## src/design/pva_pkg.sv

```systemverilog
`default_nettype none
// ----------------------------------------------------------------------------
// pva_pkg: shared definitions for the polyphonic voice allocator
// Widths, command and result codes, register indexes, the request record
// passed from the front end to the slot engine and the engine's result records.
// ----------------------------------------------------------------------------
package pva_pkg;

	localparam int MAX_SLOTS = 16;
	localparam int SLOT_W    = $clog2(MAX_SLOTS);
	localparam int TAG_W     = 32;
	localparam int NOTE_W    = 7;
	localparam int VEL_W     = 7;
	localparam int CMD_W     = 3;
	localparam int KIND_W    = 3;
	localparam int CNTDN_W   = 16;
	localparam int VIN_W     = 5;
	localparam int CFG_W     = 16;
	localparam int CFG_IDX_W = 1;
	localparam int RES_CAP   = 16;
	localparam int RES_IDX_W = $clog2(RES_CAP);
	localparam int RES_CNT_W = RES_IDX_W + 1;

	localparam logic [CMD_W-1:0] CMD_NOTE_ON     = 3'd0;
	localparam logic [CMD_W-1:0] CMD_OFF_BY_NOTE = 3'd1;
	localparam logic [CMD_W-1:0] CMD_OFF_BY_TAG  = 3'd2;
	localparam logic [CMD_W-1:0] CMD_KILL        = 3'd3;
	localparam logic [CMD_W-1:0] CMD_FIND_BY_TAG = 3'd4;
	localparam logic [CMD_W-1:0] CMD_TICK        = 3'd5;

	localparam logic [KIND_W-1:0] KIND_STARTED   = 3'd0;
	localparam logic [KIND_W-1:0] KIND_NO_FREE   = 3'd1;
	localparam logic [KIND_W-1:0] KIND_RELEASED  = 3'd2;
	localparam logic [KIND_W-1:0] KIND_KILLED    = 3'd3;
	localparam logic [KIND_W-1:0] KIND_FOUND     = 3'd4;
	localparam logic [KIND_W-1:0] KIND_NOT_FOUND = 3'd5;
	localparam logic [KIND_W-1:0] KIND_TICK_DONE = 3'd6;

	localparam logic [CFG_IDX_W-1:0] REG_RELEASE_TICKS = 1'b0;
	localparam logic [CFG_IDX_W-1:0] REG_VOICES_IN_USE = 1'b1;

	localparam logic [VEL_W-1:0]   VEL_FULL      = 7'd127;
	localparam logic [CNTDN_W-1:0] RELEASE_RESET = 16'd1000;
	localparam logic [VIN_W-1:0]   VOICES_RESET  = 5'd16;

	typedef struct packed {
		logic [CMD_W-1:0]  cmd;
		logic [NOTE_W-1:0] note;
		logic [TAG_W-1:0]  tag;
		logic [VEL_W-1:0]  vel;
	} pva_req_t;

	typedef struct packed {
		logic [KIND_W-1:0] kind;
		logic [SLOT_W-1:0] slot;
		logic [TAG_W-1:0]  tag;
		logic [NOTE_W-1:0] note;
		logic [VEL_W-1:0]  vel;
	} pva_res_t;

	typedef struct packed {
		logic                 done;
		logic                 last;
		pva_res_t             res;
		logic [MAX_SLOTS-1:0] busy_mask;
		logic [MAX_SLOTS-1:0] freed_mask;
		logic [TAG_W-1:0]     oldest;
	} pva_out_t;

endpackage
`default_nettype wire

```

## src/design/polyphonic_voice_allocator.sv

```systemverilog
`default_nettype none
// ----------------------------------------------------------------------------
// polyphonic_voice_allocator: voice slot table for a polyphonic synthesiser
// Allocates, releases, kills, finds and ages voices in a sixteen-slot table.
// ----------------------------------------------------------------------------
// A request is taken when start is high and busy is low; up to two requests
// queue ahead of the slot engine, and busy rises when the queue is full.
// Each request walks the sixteen slots one per cycle: it leaves the queue,
// walks the slots, closes and loads its first result, then presents the
// rest; a request gives between one and sixteen results. A queued request
// leaves the queue only after the last result of the one ahead of it.
// Results are presented on consecutive cycles, each
// for exactly one cycle with done high, and last marks the final result of a
// request; the receiver must take every result as it appears. Unknown
// command codes are accepted and dropped without a result. Registers are
// written through cfg_we, cfg_idx and cfg_data; the user must write them only
// while no request is pending, as the block itself does not enforce this.
// ----------------------------------------------------------------------------
module polyphonic_voice_allocator (
	input  wire logic                              clk,
	input  wire logic                              arst_n,
	input  wire logic                              cfg_we,
	input  wire logic [pva_pkg::CFG_IDX_W-1:0]     cfg_idx,
	input  wire logic [pva_pkg::CFG_W-1:0]         cfg_data,
	input  wire logic                              start,
	output logic                                   busy,
	input  wire logic [pva_pkg::CMD_W-1:0]         cmd,
	input  wire logic [pva_pkg::NOTE_W-1:0]        note,
	input  wire logic [pva_pkg::TAG_W-1:0]         tag,
	input  wire logic [pva_pkg::VEL_W-1:0]         velocity,
	output logic                                   done,
	output logic [pva_pkg::KIND_W-1:0]             kind,
	output logic [pva_pkg::SLOT_W-1:0]             slot,
	output logic [pva_pkg::TAG_W-1:0]              voice_tag,
	output logic [pva_pkg::NOTE_W-1:0]             voice_note,
	output logic [pva_pkg::VEL_W-1:0]              voice_velocity,
	output logic [pva_pkg::MAX_SLOTS-1:0]          busy_mask,
	output logic [pva_pkg::MAX_SLOTS-1:0]          freed_mask,
	output logic [pva_pkg::TAG_W-1:0]              oldest_tag,
	output logic                                   last
);
	import pva_pkg::*;

	logic [CNTDN_W-1:0] release_ticks_q;
	logic [VIN_W-1:0]   voices_in_use_q;
	pva_req_t           in_req;
	pva_req_t           q_head;
	logic               q_valid;
	logic               q_pop;
	pva_out_t           eng_out;

	always_ff @(posedge clk or negedge arst_n) begin
		if (!arst_n) begin
			release_ticks_q <= RELEASE_RESET;
			voices_in_use_q <= VOICES_RESET;
		end else if (cfg_we) begin
			case (cfg_idx)
				REG_RELEASE_TICKS: release_ticks_q <= cfg_data;
				REG_VOICES_IN_USE: voices_in_use_q <= cfg_data[VIN_W-1:0];
				default: begin
					release_ticks_q <= release_ticks_q;
				end
			endcase
		end
	end

	assign in_req = '{cmd: cmd, note: note, tag: tag, vel: velocity};

	pva_front u_front (
		.clk     (clk),
		.arst_n  (arst_n),
		.start   (start),
		.req     (in_req),
		.busy    (busy),
		.q_valid (q_valid),
		.q_head  (q_head),
		.q_pop   (q_pop)
	);

	pva_engine u_engine (
		.clk           (clk),
		.arst_n        (arst_n),
		.q_valid       (q_valid),
		.q_head        (q_head),
		.q_pop         (q_pop),
		.release_ticks (release_ticks_q),
		.voices_in_use (voices_in_use_q),
		.out           (eng_out)
	);

	assign done           = eng_out.done;
	assign last           = eng_out.last;
	assign kind           = eng_out.res.kind;
	assign slot           = eng_out.res.slot;
	assign voice_tag      = eng_out.res.tag;
	assign voice_note     = eng_out.res.note;
	assign voice_velocity = eng_out.res.vel;
	assign busy_mask      = eng_out.busy_mask;
	assign freed_mask     = eng_out.freed_mask;
	assign oldest_tag     = eng_out.oldest;

	// A request's results arrive on consecutive cycles.
	a_burst: assert property (@(posedge clk) disable iff (!arst_n)
		done && !last |=> done)
		else $error("result burst broken before its last result");

	// Only a tick sets the freed mask, and it gives a single result.
	a_freed: assert property (@(posedge clk) disable iff (!arst_n)
		done && (kind != KIND_TICK_DONE) |-> (freed_mask == '0))
		else $error("freed mask set on a result other than a tick");

	a_tick_last: assert property (@(posedge clk) disable iff (!arst_n)
		done && (kind == KIND_TICK_DONE) |-> last)
		else $error("tick result is not the last of its request");

	// A failed request reports no voice and stands alone.
	a_miss: assert property (@(posedge clk) disable iff (!arst_n)
		done && ((kind == KIND_NO_FREE) || (kind == KIND_NOT_FOUND))
		|-> (voice_tag == '0) && last)
		else $error("failed request reports a voice");

	// A started voice holds a non-zero tag and shows as busy.
	a_started: assert property (@(posedge clk) disable iff (!arst_n)
		done && (kind == KIND_STARTED) |-> (voice_tag != '0) && busy_mask[slot])
		else $error("started voice not marked busy");

endmodule
`default_nettype wire

```

## src/design/pva_front.sv

```systemverilog
`default_nettype none
// ----------------------------------------------------------------------------
// pva_front: request intake
// Takes requests, drops unknown command codes and holds the rest in a
// two-entry queue until the slot engine is ready for them.
// ----------------------------------------------------------------------------
module pva_front (
	input  wire logic                    clk,
	input  wire logic                    arst_n,
	input  wire logic                    start,
	input  wire pva_pkg::pva_req_t       req,
	output logic                         busy,
	output logic                         q_valid,
	output pva_pkg::pva_req_t            q_head,
	input  wire logic                    q_pop
);
	import pva_pkg::*;

	pva_req_t   fifo_q [2];
	logic       wr_ptr_q;
	logic       rd_ptr_q;
	logic [1:0] count_q;
	logic       known;
	logic       push;
	logic       pop;

	assign known   = (req.cmd <= CMD_TICK);
	assign busy    = (count_q == 2'd2);
	assign push    = start && !busy && known;
	assign q_valid = (count_q != 2'd0);
	assign pop     = q_pop && q_valid;
	assign q_head  = fifo_q[rd_ptr_q];

	always_ff @(posedge clk or negedge arst_n) begin
		if (!arst_n) begin
			wr_ptr_q <= 1'b0;
			rd_ptr_q <= 1'b0;
			count_q  <= 2'd0;
		end else begin
			if (push)
				wr_ptr_q <= !wr_ptr_q;
			if (pop)
				rd_ptr_q <= !rd_ptr_q;
			count_q <= count_q + {1'b0, push} - {1'b0, pop};
		end
	end

	always_ff @(posedge clk) begin
		if (push)
			fifo_q[wr_ptr_q] <= req;
	end

endmodule
`default_nettype wire

```

## src/design/pva_engine.sv

```systemverilog
`default_nettype none
// ----------------------------------------------------------------------------
// pva_engine: slot table and command execution
// Walks the slot table one slot per cycle, applies the request to each slot,
// gathers the busy mask and the smallest sounding tag, then plays the buffered
// results out one per cycle.
// ----------------------------------------------------------------------------
module pva_engine (
	input  wire logic                         clk,
	input  wire logic                         arst_n,
	input  wire logic                         q_valid,
	input  wire pva_pkg::pva_req_t            q_head,
	output logic                              q_pop,
	input  wire logic [pva_pkg::CNTDN_W-1:0]  release_ticks,
	input  wire logic [pva_pkg::VIN_W-1:0]    voices_in_use,
	output pva_pkg::pva_out_t                 out
);
	import pva_pkg::*;

	localparam logic [1:0] ST_IDLE = 2'd0;
	localparam logic [1:0] ST_SCAN = 2'd1;
	localparam logic [1:0] ST_TAIL = 2'd2;
	localparam logic [1:0] ST_EMIT = 2'd3;

	logic [1:0]           st_q;
	logic [SLOT_W-1:0]    idx_q;
	logic [RES_IDX_W-1:0] rd_q;
	logic [RES_CNT_W-1:0] cnt_q;
	logic                 hit_q;
	pva_req_t             req_q;
	logic [TAG_W-1:0]     next_tag_q;
	logic [MAX_SLOTS-1:0] busy_acc_q;
	logic [MAX_SLOTS-1:0] freed_acc_q;
	logic [TAG_W-1:0]     oldest_q;

	logic [MAX_SLOTS-1:0] slot_busy_q;
	logic [MAX_SLOTS-1:0] slot_rel_q;
	logic [TAG_W-1:0]     slot_tag_q  [MAX_SLOTS];
	logic [CNTDN_W-1:0]   slot_cntdn_q[MAX_SLOTS];
	logic [NOTE_W-1:0]    slot_note_q [MAX_SLOTS];
	pva_res_t             res_mem[RES_CAP];

	pva_out_t             out_q;

	logic                 cur_busy;
	logic                 cur_rel;
	logic [TAG_W-1:0]     cur_tag;
	logic [CNTDN_W-1:0]   cur_cntdn;
	logic [NOTE_W-1:0]    cur_note;
	logic                 tag_hit;
	logic                 act;
	logic                 report;
	logic                 nb;
	logic                 nr;
	logic [TAG_W-1:0]     nt;
	logic [CNTDN_W-1:0]   nc;
	logic                 freed_now;
	pva_res_t             res_new;
	pva_res_t             tail_res;
	logic [TAG_W-1:0]     tag_inc;
	logic                 is_last;

	assign cur_busy  = slot_busy_q[idx_q];
	assign cur_rel   = slot_rel_q[idx_q];
	assign cur_tag   = slot_tag_q[idx_q];
	assign cur_cntdn = slot_cntdn_q[idx_q];
	assign cur_note  = slot_note_q[idx_q];
	assign tag_hit   = (req_q.tag != '0) && cur_busy && !cur_rel && (cur_tag == req_q.tag);
	assign tag_inc   = next_tag_q + 1'b1;
	assign is_last   = ({1'b0, rd_q} + 1'b1) == cnt_q;
	assign q_pop     = (st_q == ST_IDLE);
	assign out       = out_q;

	always_comb begin
		act       = 1'b0;
		nb        = cur_busy;
		nr        = cur_rel;
		nt        = cur_tag;
		nc        = cur_cntdn;
		freed_now = 1'b0;
		res_new   = '0;
		res_new.slot = idx_q;
		case (req_q.cmd)
			CMD_NOTE_ON: begin
				act = !cur_busy && !hit_q && ({1'b0, idx_q} < voices_in_use);
				if (act) begin
					nb = 1'b1;
					nr = 1'b0;
					nc = '0;
					nt = next_tag_q;
				end
				res_new.kind = KIND_STARTED;
				res_new.tag  = next_tag_q;
				res_new.note = req_q.note;
				res_new.vel  = req_q.vel;
			end
			CMD_OFF_BY_NOTE, CMD_OFF_BY_TAG: begin
				if (req_q.cmd == CMD_OFF_BY_NOTE)
					act = cur_busy && (cur_note == req_q.note);
				else
					act = tag_hit;
				if (act) begin
					nr = 1'b1;
					nc = release_ticks;
					nt = '0;
				end
				res_new.kind = KIND_RELEASED;
				res_new.tag  = cur_tag;
				res_new.note = cur_note;
				res_new.vel  = req_q.vel;
			end
			CMD_KILL: begin
				act = tag_hit;
				if (act) begin
					nb = 1'b0;
					nr = 1'b0;
					nc = '0;
					nt = '0;
				end
				res_new.kind = KIND_KILLED;
				res_new.tag  = cur_tag;
				res_new.note = cur_note;
				res_new.vel  = VEL_FULL;
			end
			CMD_FIND_BY_TAG: begin
				act = tag_hit && !hit_q;
				res_new.kind = KIND_FOUND;
				res_new.tag  = cur_tag;
				res_new.note = cur_note;
			end
			CMD_TICK: begin
				if (cur_busy && cur_rel) begin
					if (cur_cntdn <= CNTDN_W'(1)) begin
						nb        = 1'b0;
						nr        = 1'b0;
						nc        = '0;
						nt        = '0;
						freed_now = 1'b1;
					end else begin
						nc = cur_cntdn - 1'b1;
					end
				end
			end
			default: begin
				act = 1'b0;
			end
		endcase
		report = act && (req_q.cmd != CMD_TICK) && (cnt_q < RES_CNT_W'(RES_CAP));

		tail_res = '0;
		if (req_q.cmd == CMD_TICK)
			tail_res.kind = KIND_TICK_DONE;
		else if (req_q.cmd == CMD_NOTE_ON)
			tail_res.kind = KIND_NO_FREE;
		else
			tail_res.kind = KIND_NOT_FOUND;
	end

	always_ff @(posedge clk or negedge arst_n) begin
		if (!arst_n) begin
			st_q        <= ST_IDLE;
			idx_q       <= '0;
			rd_q        <= '0;
			cnt_q       <= '0;
			hit_q       <= 1'b0;
			next_tag_q  <= TAG_W'(1);
			slot_busy_q <= '0;
			slot_rel_q  <= '0;
			for (int i = 0; i < MAX_SLOTS; i++) begin
				slot_tag_q[i]   <= '0;
				slot_cntdn_q[i] <= '0;
			end
			out_q       <= '0;
		end else begin
			out_q.done <= (st_q == ST_EMIT);
			out_q.last <= (st_q == ST_EMIT) && is_last;
			case (st_q)
				ST_IDLE: begin
					if (q_valid) begin
						st_q  <= ST_SCAN;
						idx_q <= '0;
						cnt_q <= '0;
						hit_q <= 1'b0;
					end
				end
				ST_SCAN: begin
					slot_busy_q[idx_q]  <= nb;
					slot_rel_q[idx_q]   <= nr;
					slot_tag_q[idx_q]   <= nt;
					slot_cntdn_q[idx_q] <= nc;
					if (act)
						hit_q <= 1'b1;
					if (report)
						cnt_q <= cnt_q + 1'b1;
					if (act && (req_q.cmd == CMD_NOTE_ON))
						next_tag_q <= (tag_inc == '0) ? TAG_W'(1) : tag_inc;
					idx_q <= idx_q + 1'b1;
					if (idx_q == SLOT_W'(MAX_SLOTS - 1))
						st_q <= ST_TAIL;
				end
				ST_TAIL: begin
					if ((req_q.cmd == CMD_TICK) || !hit_q)
						cnt_q <= RES_CNT_W'(1);
					rd_q <= '0;
					st_q <= ST_EMIT;
				end
				ST_EMIT: begin
					out_q.res        <= res_mem[rd_q];
					out_q.busy_mask  <= busy_acc_q;
					out_q.freed_mask <= freed_acc_q;
					out_q.oldest     <= oldest_q;
					rd_q             <= rd_q + 1'b1;
					if (is_last)
						st_q <= ST_IDLE;
				end
				default: begin
					st_q <= ST_IDLE;
				end
			endcase
		end
	end

	always_ff @(posedge clk) begin
		case (st_q)
			ST_IDLE: begin
				req_q       <= q_head;
				busy_acc_q  <= '0;
				freed_acc_q <= '0;
				oldest_q    <= '0;
			end
			ST_SCAN: begin
				if (act && (req_q.cmd == CMD_NOTE_ON))
					slot_note_q[idx_q] <= req_q.note;
				if (report)
					res_mem[cnt_q[RES_IDX_W-1:0]] <= res_new;
				busy_acc_q[idx_q]  <= (req_q.cmd == CMD_TICK) ? cur_busy : nb;
				freed_acc_q[idx_q] <= freed_now;
				if (nb && !nr && (nt != '0) && ((oldest_q == '0) || (nt < oldest_q)))
					oldest_q <= nt;
			end
			ST_TAIL: begin
				if ((req_q.cmd == CMD_TICK) || !hit_q)
					res_mem[0] <= tail_res;
			end
			default: begin
				req_q <= req_q;
			end
		endcase
	end

endmodule
`default_nettype wire
```

## config.mk

```make
export PLATFORM = sky130hd
export DESIGN_NAME = polyphonic_voice_allocator
export DESIGN_NICKNAME = d
export VERILOG_FILES = /design/src/design/pva_pkg.sv /design/src/design/polyphonic_voice_allocator.sv /design/src/design/pva_front.sv /design/src/design/pva_engine.sv
export SDC_FILE = /design/constraint.sdc
export NUM_CORES = 2
export LEC_CHECK = 0
export ABC_AREA = 1
export BUFFER_PORTS_ARGS = -buffer_cell sky130_fd_sc_hd__buf_4
export CORE_MARGIN = 8
export CORE_UTILIZATION = 25
export CTS_BUF_LIST = sky130_fd_sc_hd__clkbuf_8
export DETAILED_ROUTE_END_ITERATION = 10
export PLACE_DENSITY = 0.47
export SLEW_MARGIN = 20
export SYNTH_ARGS = -nofsm -noshare
export SYNTH_HDL_FRONTEND = slang
export SYNTH_SLANG_ARGS = --single-unit
```

## constraint.sdc

```tcl
create_clock -name clk -period 19.96 [get_ports clk]
set_input_delay 5.988 -clock clk [delete_from_list [all_inputs] [get_ports clk]]
set_output_delay 5.988 -clock clk [all_outputs]
set_load 0.02 [all_outputs]
```

==> results_dict.tcl <==
set metrics [dict create \
    outcome "finished clean" \
    ir_drop_v 0.0001011 \
    crit_path_start_kind "input pin" \
    drive_gt1_share_pct 10.70 \
    antenna_found_initial 5 \
    timing.setup.critical_path_class "input pin to async pin" \
    setup_viol 0 \
    grt_max_degree 189 \
    period_share_pct 42.29 \
    syn2layout_area_growth_pct 15.35 \
    worst_setup_path_end_kind "async pin" \
    rows 226 \
    cts_inserted_buffers 374 \
    gp_congestion 0.8362 \
    ys_ff_latch 2163 \
    hp-class "register to register" \
    hold_path.startpoint "u_engine.out[63]$_DFFE_PN0P_" \
    nFillCells 40090 \
    drc_errors 0 \
    grt_pass1_wl_um 478500 \
    drtIter0Drc 5664 \
    fin_crit_ns 8.441 \
    critPathMaxFanout 89 \
    worst_slack_ns 11.52 \
    clkSlewWorstSetupHoldPaths_ns 0.06 \
    io_buffers 189 \
    ctsResizeCount 0 \
    async_flop_share_pct 45.86 \
    cap_violations 0 \
    ctsHoldBuffers 0 \
    synth_area_leaders "edfxtp_1 37%, dfrtp_1 26%, nand2_1 10%" \
    synth.distinct_cells 60 \
    num_vias 69940 \
    rsz0062_at_grt "false" \
    synth_area_sq_mm 0.09454 \
    path_cells "buf_8 > buf_4 > buf_4 > buf_4 > buf_4" \
    synth_flop_cell "edfxtp_1" \
    cpMaxStageDelayCell "buf_4" \
    post-place-ws_ns 10.30 \
    dieArea_sq_mm 0.3981 \
    required_ns 20.98 \
    synth_fp_nets 9891 \
    fp.dieH_um 631.0 \
    coreArea_sq_mm 0.3778 \
    slew_headroom_pct 23.12 \
    synth-edff-count 1171 \
    fin_nets 9995 \
    cp.arrival_ns 9.46 \
    clock_skew_ns 0.1152 \
    cts_root_buf "clkbuf_8" \
    max_stage_delay_ns 0.74 \
    die_w_um 631.0 \
    regToRegStartpoint "u_engine.idx_q[0]$_DFFE_PN0P_" \
    yosysWarnings 0 \
    ant_nets 0 \
    clk_latency_ns 1.09 \
    worst_slew_pin_slew_ns 1.153 \
    firstDrtPassIters 5 \
    clkSinkCount 2163 \
    yosys.area.top_type "edfxtp_1" \
    final.setup.tns_ns 0 \
    ios 190 \
    seq_area_frac_synth_pct 63.46 \
    tritoncts "done" \
    synth_cells 9772 \
    post_cts_buffers 0 \
    initial_core_util_pct 25.03 \
    grt.overflow.total 0 \
    avgViaCountPerCell 4.598 \
    fmax_mhz 118.5 \
    finalHoldViolCount 0 \
    dp_hpwl_um 188300 \
    startpoint "arst_n" \
    cpMostUsedCell "buf_4" \
    postSynthAreaPerCell_sq_um 9.675 \
    track_usage_pct 15.91 \
    drt-total-wl_um 327800 \
    yosys.area.top_type_share_pct 37.19 \
    p_leak_nw 44.13 \
    grt_pass1_vias 68670 \
    maxSlewViolCount 0 \
    p_per_area_mw_per_mm2 155.6 \
    cts_max_level 5 \
    routedWlPerCell_um 21.55 \
    clockBufferDepth 4 \
]
[cells in the mapped netlist, types with 7 or more instances]
master and n:
a21oi_1 256, a31oi_1 56, buf_1 34, buf_2 117, buf_4 31, buf_6 15, clkbuf_1 438, clkinv_1 8
dfrtp_1 984, dfstp_2 8, edfxtp_1 1171, ha_1 49, inv_1 734, inv_2 24, mux2_2 11, nand2_1 2517
nand3_1 243, nand4_1 42, nor2_1 929, nor2_2 25, nor3_1 20, nor4_1 28, o211ai_1 91, o21ai_0 1470
o21ai_1 87, o21ai_2 19, o21ai_4 7, o221ai_1 153, o22ai_1 98, xnor2_1 10, xor2_1 45
[final timing paths]
check / to / cells past startpoint / slack [ns]
worst min register to register: u_engine.out[63]$_DFFE_PN0P_ / 2 / 0.47
min in group asynchronous: u_engine.slot_cntdn_q[58]$_DFFE_PN0P_ / 1 / 4.86
worst max-delay path: u_engine.out[89]$_DFFE_PN0P_ / 5 / 11.52
worst min-delay path: u_engine.out[63]$_DFFE_PN0P_ / 2 / 0.47
worst max register to register: u_engine.oldest_q[23]$_SDFFCE_PN0P_ / 32 / 11.76
max in group clk: u_engine.oldest_q[23]$_SDFFCE_PN0P_ / 32 / 11.76
[placed cells by master (no fill, tap or decap), types with 47 or more instances in the layout]
master and n:
inv_1 863, o21ai_0 1469, o21ai_1 88, a31oi_1 56, a21oi_1 231, clkbuf_8 444
o221ai_1 153, buf_4 350, dfrtp_1 977, o22ai_1 98, nor2_1 884, nand3_1 243
nand2_1 2517, ha_1 47, o211ai_1 91, edfxtp_1 1171
[through the flow]
step                      instance area, sq um  std cells  power [W]  hold WS, ns  util [%]
after floorplan                          94540       9772    0.01026       0.4437         -
after global placement                  101400      14510    0.01300       0.4564     26.83
after detailed placement                101500      14520    0.01301       0.4600     26.86
after CTS                               109000      15210    0.01716       0.4754     28.86
after global routing                    109000      15210    0.01801       0.4913     28.86
final                                   109000      15210    0.01697       0.4694     28.87
[report_power, final]
part,internal [W],switching [W]
Combinational,0.00172,0.00490
Clock,0.00218,0.00192
Sequential,0.00578,0.000465
[registers in the layout (all words and copies together), names as in the netlist, 2 cells and up]
register	cells
u_engine.res_mem	848
u_engine.slot_tag_q	512
u_engine.slot_cntdn_q	256
u_engine.out	119
u_engine.slot_note_q	112
u_front.fifo_q	98
u_engine.req_q	49
u_engine.next_tag_q	32
u_engine.oldest_q	32
release_ticks_q	16
u_engine.busy_acc_q	16
u_engine.freed_acc_q	16
u_engine.slot_busy_q	16
u_engine.slot_rel_q	16
u_engine.cnt_q	5
voices_in_use_q	5
u_engine.idx_q	4
u_engine.rd_q	4
u_engine.st_q	2
u_front.count_q	2
[routing by layer]
metal	track usage, %	routed length, um
met4	6.329	14050
met2	27.76	160500
met5	0	0
met3	1.908	14310
met1	20.05	138900
[critical path, delay by kind of cell]
kind                   cells  cell delay (ns)
buffers and inverters      5             3.24
[cell families after synthesis]
family                   count (synthesis)  share of synthesized area (%)
multiplexers                            11                         0.1310
adder cells (fa/ha/maj)                 49                         0.6485
XOR/XNOR                                55                         0.5095
AND/OR/NAND/NOR                       3821                          15.87
buffers and inverters                 1406                          6.019
flip-flops                            2163                          63.46
AO/OA/AOI/OAI                         2267                          13.35
[area by class of cell]
cell class / count / area [sq um] / area share, %
timing repair buffer: 365 / 2925 / 2.683
inverter: 769 / 2938 / 2.694
tap: 5016 / 6276 / 5.755
antenna: 5 / 12.51 / 0.01147
sequential: 2163 / 60020 / 55.04
multi-input combinational: 6203 / 29330 / 26.90
clock buffer: 444 / 6111 / 5.604
clock inverter: 246 / 1438 / 1.318
Note: power is estimated with default switching activity, not from simulation.
